File: config.mk
export PLATFORM = sky130hd
export DESIGN_NAME = mvm_mac
export DESIGN_NICKNAME = d
export VERILOG_FILES = /design/src/design/mvm_pkg.sv /design/src/design/mvm_mac.sv
export SDC_FILE = /design/constraint.sdc
export NUM_CORES = 2
export LEC_CHECK = 0
export BUFFER_PORTS_ARGS = -buffer_cell sky130_fd_sc_hd__clkbuf_2
export CAP_MARGIN = 5
export CORE_MARGIN = 3
export CORE_UTILIZATION = 60
export CTS_CLUSTER_SIZE = 8
export DETAILED_ROUTE_END_ITERATION = 10
export HOLD_SLACK_MARGIN = 0.06
export PLACE_DENSITY_LB_ADDON = 0.12
export SLEW_MARGIN = 20
export SYNTH_ARGS = -nofsm -noshare
export SYNTH_HDL_FRONTEND = slang
export SYNTH_SLANG_ARGS = --single-unit
export TNS_END_PERCENT = 1
File: constraint.sdc
create_clock -name clk -period 12.7 [get_ports clk]
set_clock_uncertainty 0.1 [all_clocks]
set_input_delay 2.54 -clock clk [delete_from_list [all_inputs] [get_ports clk]]
set_output_delay 2.54 -clock clk [all_outputs]
set_load 0.05 [all_outputs]
File: src/design/mvm_pkg.sv
package mvm_pkg;

  localparam int MAX_DIM_DEF     = 16;
  localparam int VALUE_WIDTH_DEF = 32;
  localparam int FRAC_BITS       = 16;
  localparam int ACC_W           = 64;
  localparam int DIM_CFG_W       = 5;
  localparam int FIELD_IDX_W     = 4;
  localparam int WORD_W          = 32;
  localparam int CFG_IDX_W       = 2;
  localparam int CFG_DATA_W      = 32;

  localparam logic [DIM_CFG_W-1:0] DIM_RESET = DIM_CFG_W'(16);

  localparam logic [CFG_IDX_W-1:0] REG_ROW_CNT = 2'd0;
  localparam logic [CFG_IDX_W-1:0] REG_COL_CNT = 2'd1;

  localparam logic REQ_MATRIX = 1'b0;
  localparam logic REQ_VECTOR = 1'b1;

  typedef struct packed {
    logic                      req_type;
    logic [FIELD_IDX_W-1:0]    row_index;
    logic [FIELD_IDX_W-1:0]    col_index;
    logic signed [WORD_W-1:0]  value;
  } in_word_t;

  typedef struct packed {
    logic [FIELD_IDX_W-1:0]    out_row;
    logic signed [WORD_W-1:0]  product;
    logic                      last_in_run;
  } out_word_t;

  typedef struct packed {
    logic                   valid;
    logic                   first;
    logic                   last_col;
    logic                   last_row;
    logic [FIELD_IDX_W-1:0] row;
  } mvm_tag_t;

endpackage

File: src/design/mvm_mac.sv
module mvm_mac import mvm_pkg::*; #(
  parameter int VALUE_WIDTH = VALUE_WIDTH_DEF
) (
  input  logic                          clk,
  input  logic                          rst_n,
  input  logic signed [VALUE_WIDTH-1:0] mat_q,
  input  logic signed [VALUE_WIDTH-1:0] vec_q,
  input  mvm_tag_t                      tag_in,
  output logic                          pipe_busy,
  output logic                          out_valid,
  output out_word_t                     out_word
);

  localparam logic signed [ACC_W-1:0] ACC_MAX = {1'b0, {(ACC_W-1){1'b1}}};
  localparam logic signed [ACC_W-1:0] ACC_MIN = {1'b1, {(ACC_W-1){1'b0}}};
  localparam logic signed [ACC_W-1:0] SAT_HI  = (64'sd1 <<< (VALUE_WIDTH-1)) - 64'sd1;
  localparam logic signed [ACC_W-1:0] SAT_LO  = -SAT_HI - 64'sd1;

  logic signed [2*VALUE_WIDTH-1:0] prod_r;
  mvm_tag_t                        s2_tag_r;
  logic signed [ACC_W-1:0]         acc_r;
  logic signed [ACC_W-1:0]         acc_nxt;
  mvm_tag_t                        s3_tag_r;
  logic signed [ACC_W-1:0]         acc_base;
  logic signed [ACC_W-1:0]         addend;
  logic signed [ACC_W-1:0]         sum;
  logic signed [ACC_W-1:0]         shifted;
  logic signed [ACC_W-1:0]         sat_val;
  logic                            out_valid_r;
  out_word_t                       out_word_r;

  // multiply stage
  always_ff @(posedge clk) begin
    prod_r <= mat_q * vec_q;
  end

  // saturating accumulate
  always_comb begin
    acc_base = s2_tag_r.first ? '0 : acc_r;
    addend   = ACC_W'(prod_r);
    sum      = acc_base + addend;
    acc_nxt  = sum;
    if (acc_base[ACC_W-1] == addend[ACC_W-1] && sum[ACC_W-1] != addend[ACC_W-1]) begin
      acc_nxt = addend[ACC_W-1] ? ACC_MIN : ACC_MAX;
    end
  end

  always_ff @(posedge clk) begin
    if (s2_tag_r.valid) begin
      acc_r <= acc_nxt;
    end
  end

  // scale back and clip
  always_comb begin
    shifted = acc_r >>> FRAC_BITS;
    if (shifted > SAT_HI) begin
      sat_val = SAT_HI;
    end else if (shifted < SAT_LO) begin
      sat_val = SAT_LO;
    end else begin
      sat_val = shifted;
    end
  end

  always_ff @(posedge clk) begin
    out_word_r.out_row     <= s3_tag_r.row;
    out_word_r.product     <= WORD_W'(sat_val[VALUE_WIDTH-1:0]);
    out_word_r.last_in_run <= s3_tag_r.last_row;
  end

  always_ff @(posedge clk) begin
    if (!rst_n) begin
      s2_tag_r    <= '0;
      s3_tag_r    <= '0;
      out_valid_r <= 1'b0;
    end else begin
      s2_tag_r    <= tag_in;
      s3_tag_r    <= s2_tag_r;
      out_valid_r <= s3_tag_r.valid && s3_tag_r.last_col;
    end
  end

  assign pipe_busy = s2_tag_r.valid || s3_tag_r.valid;
  assign out_valid = out_valid_r;
  assign out_word  = out_word_r;

  a_row_end_strobe: assert property (@(posedge clk) disable iff (!rst_n)
    (s3_tag_r.valid && s3_tag_r.last_col) |=> out_valid)
    else $error("row end lost on the way to the output");

  a_acc_starts_row: assert property (@(posedge clk) disable iff (!rst_n)
    (s2_tag_r.valid && s2_tag_r.first) |=> (acc_r == $past(addend)))
    else $error("first column did not restart the sum");

  a_last_row_ends: assert property (@(posedge clk) disable iff (!rst_n)
    (out_valid && out_word.last_in_run) |-> !pipe_busy)
    else $error("work still in flight after the last row");

endmodule
## Yosys cells after proc, flatten, opt, wreduce, memory -nomap -nowiden

Cells that the tools add are included.

| storage, ports and cells | value |
|---|---|
| register bits | 181 |
| input bits | 74 |
| output and inout bits | 39 |

| cells by class | value |
|---|---|
| add/sub/neg operators | 1 |
| multiply operators | 1 |
| $lt $le $gt $ge | 2 |
| eq/ne operators | 2 |
| mux-type cells | 4 |
| reductions and logical operators | 3 |

Operators by type and width:

| kind | number |
|---|---|
| $mux 64 | 3 |
| $add 64x64->64 | 1 |
| $mul 32x32->64 | 1 |
| $gt 48x32->1 const B | 1 |
| $lt 48x32->1 const B | 1 |
| $mux 32 | 1 |
| $logic_and 1x1->1 | 2 |
| $eq 1x1->1 | 1 |
| $logic_or 1x1->1 | 1 |
| $ne 1x1->1 | 1 |

## Depth between registers and ports, before layout

| logic depth | value |
|---|---|
| depth after elaboration | 5 |
| depth in mapped cells | 29 |
| mapped depth without buffers | 28 |

## Least setup slack after synthesis

OpenSTA, ideal clock, no wires.

| path | value |
|---|---|
| path type | in2reg |
| start point | input mat_q[31] |
| end point | register prod_r[58] (netlist: addend[58]) |
| library setup time | 127 ps |
| arrival time | 9,728 ps |
| required time | 12,473 ps |
| setup slack | 2,745 ps |
| stages | 25 |
| buffers on the path | 1 |
| path through | clkbuf_1 -> nand2_1 -> inv_1 -> fa_1 -> fa_1 -> fa_1 -> inv_1 -> fa_1 -> inv_1 -> fa_1 -> inv_1 -> fa_1 -> fa_1 -> fa_1 -> inv_1 -> ha_1 -> a21oi_1 -> o21ai_0 -> a311oi_1 -> o31ai_1 -> o31ai_1 -> o21ai_0 -> a311oi_1 -> o21ai_0 -> xor2_1 |

| between the ends | value |
|---|---|
| longest elaborated chain between the ends | 1 |

RTL lines:

| item | line | source |
|---|---|---|
| start: declaration | mvm_mac.sv:6 | `input logic signed [VALUE_WIDTH-1:0] mat_q,` |
| $mul 32x32->64 | mvm_mac.sv:34 | `prod_r <= mat_q * vec_q;` |
| end signal: assignment | mvm_mac.sv:34 |  |
| end: declaration | mvm_mac.sv:19 | `logic signed [2*VALUE_WIDTH-1:0] prod_r;` |

No other way between the ends.
A chain may end at the register's enable or synchronous reset.

## Final worst setup path

Same ends and word-level chain as after synthesis.

==> flow_summary.ini <==
[sta]
slew_violations = 0
setup_viol = 0
tns_ns = 0
grt_setup_unrepaired = no
slew_headroom_pct = 37.26
finalHoldViolCount = 0
period_needed_ns = 10.78
fin_crit_sh_pct = 84.85
clock.fmax_mhz = 92.80
worstMarginPinSlew_ns = 0.9411

[worst_setup_path]
crit_fanout = 32
reg2reg_to = acc_r[32]
reg2reg_from = s2_tag_r[6]
crit_type = primary input to register
startpoint_type = primary input
r2r_cells = 15
cp_slowest_cell = fa_1
end_kind = register
reg2reg_slack_ns = 7.15
critPathMaxStageDelay_ns = 0.85
cpMostUsedCell = fa_1
required_ns = 12.93
cp.arrival_ns = 11.00

[synthesis]
ys_ff_latch = 181
syn-cell-area_um2 = 45550
synth_top_area_share_pct = 47.60
async_flop_share_pct = 0
yosysTopAreaCell = fa_1
synth_edf_count = 64
ys_top_cells_by_area = fa_1 (48%), inv_1 (8.6%), and2_1 (7.1%), ha_1 (6.8%), nand2_1 (5.3%)
ys.warnings.count = 0
avgSynthCellArea_um2 = 9.391
yosys.cell_types.count = 72
synth_flop_cell = dfxtp_1
synth_nets = 6254
syn_inst = 4850
yosysSeqAreaShare_pct = 9.362

[clock_network]
ctsHoldBuffers = 0
ctsRootBufferMaster = clkbuf_16
clk_latency_ns = 0.44
cts_buffer_depth = 2
cts-htree-levels = 4
cts_buffers = 17
cts_tree = yes
numClockSinks = 181
cts_resized = 0
cts_setup_buffers = 0
cts.reportedPaths.clkPinSlew_ns = 0.07

[outcome]
status = finished, final reports clean

[global_route]
use_met2_pct = 49.92
grt_pass1_wl_um = 184700
grt_pass1_vias = 34586
grt-ovfl-total = 0
grt_max_degree = 67
grt-busiest-layer = met2
met3_usage_pct = 4.761
grt_usage_pct = 29.68
met1_usage_pct = 41.12
antenna_found_initial = 4

[place]
place.gp.congestion = 0.9155
hpwl_um = 90930
port_buffers = 112
dp_cells = 5699

[die]
die_w_um = 281.5
rows = 100
pin_count = 113
dieArea_um2 = 79250
start_util_pct = 60.87
core_um2 = 74820
die_h_um = 281.5

[route]
routed_wl_um = 110300
ant_nets = 0
vias_per_cell = 5.502
wl_per_cell_um = 19.24
drt-pass1-iter-count = 5
detail_route.drc_violations = 0
drtIter0Drc = 2039
vias = 31549

[cells_and_area]
drive_above_1_share_pct = 5.228
nets = 6154
final_util_pct = 62.99
layout_common_cells = fa_1 (1083), inv_1 (1043), nand2_1 (641)
layout.cells.non_filler = 5734
area_growth_pct = 3.478
layout_commonest_cell = fa_1

[worst_hold_path]
min_path_type = register to register
hold_end = out_word[35]
hold_depth = 0
hold_start = s3_tag_r[2]

[job]
maxCapViolCount = 0
==> worst max-delay path: cells and delay by family <==
family,cells,cell delay [ns]
compound gates,8,2.43
xor+xnor,1,0.17
fa+ha+maj,9,4.74
buf+inv,6,0.84
simple gates,1,0.27
==> cells by family after synthesis <==
family	after synthesis	synth area share, %
AO/OA/AOI/OAI	466	6.934
XOR/XNOR	128	2.461
adder cells (fa/ha/maj)	1331	54.41
buffers and inverters	1296	10.81
flip-flops	181	9.362
multiplexers	1	0.02472
AND/OR/NAND/NOR	1447	16.00
==> synthesized netlist by cell type, types with 9 or more instances <==
cell      count
a31oi_1       9
nand2b_1     18
o31ai_1      12
clkbuf_1    238
nand4_1      31
xnor2_1      85
nor3_1       13
o21a_1       19
a211oi_1     13
dfxtp_1     117
o211ai_1     12
edfxtp_1     64
nand2_1     641
and2_1      516
nand3_1      23
o21bai_1     25
xor2_1       43
nor2b_1     100
inv_1      1043
ha_1        247
o21ai_0      75
a21oi_1     134
o21ai_2      60
fa_1       1083
and3_1       14
a21o_1       49
nor2_1       59
==> sequential cells by signal (all words and copies together), names as in the netlist <==
name,flops
s3_tag_r,7
out_word,37
addend,64
acc_r,64
out_valid,1
s2_tag_r,8
==> through the flow <==
stage | instance area, um2 | hold WS (ns) | setup WS (ns)
finish | 47130 | 0.2277 | 1.924
global route | 47130 | 0.2365 | 1.410
CTS | 47100 | 0.2316 | 1.914
detailed placement | 46490 | 0.2143 | 1.468
global placement | 46490 | 0.2105 | 1.676
floorplan | 45550 | 0.2096 | 2.745
==> metal layers <==
metal | vias up | share of wire, %
met2 | 973 | 49
li1 | 14209 | -
met5 | - | 0.021
met4 | 4 | 2.3
met3 | 161 | 6.4
met1 | 16202 | 43
==> area by class of cell <==
cell class / instances / area [um2]
diodes: 2 / 5.005
clock buffers: 20 / 489.2
clock inverters: 12 / 117.6
fillers: 6449 / 27690
inverters: 1043 / 3915
multi-input cells: 3373 / 36380
flip-flops and latches: 181 / 4267
well taps: 969 / 1212
repair buffers: 134 / 745.7
==> worst max-delay path by stage <==
stage	start	endpoint	slack, ns	cells past startpoint
5_1_grt	mat_q[31]	addend[58]	1.41	25
2_1_floorplan	mat_q[31]	addend[58]	2.74	25
3_3_place_gp	mat_q[31]	addend[58]	1.68	25
6_report	mat_q[31]	addend[58]	1.92	25
4_1_cts	mat_q[31]	addend[62]	1.91	25
3_5_place_dp	mat_q[31]	addend[62]	1.47	25
Power is not shown: default switching activity piles up to over one toggle a cycle in this logic, so the estimate is an artifact.
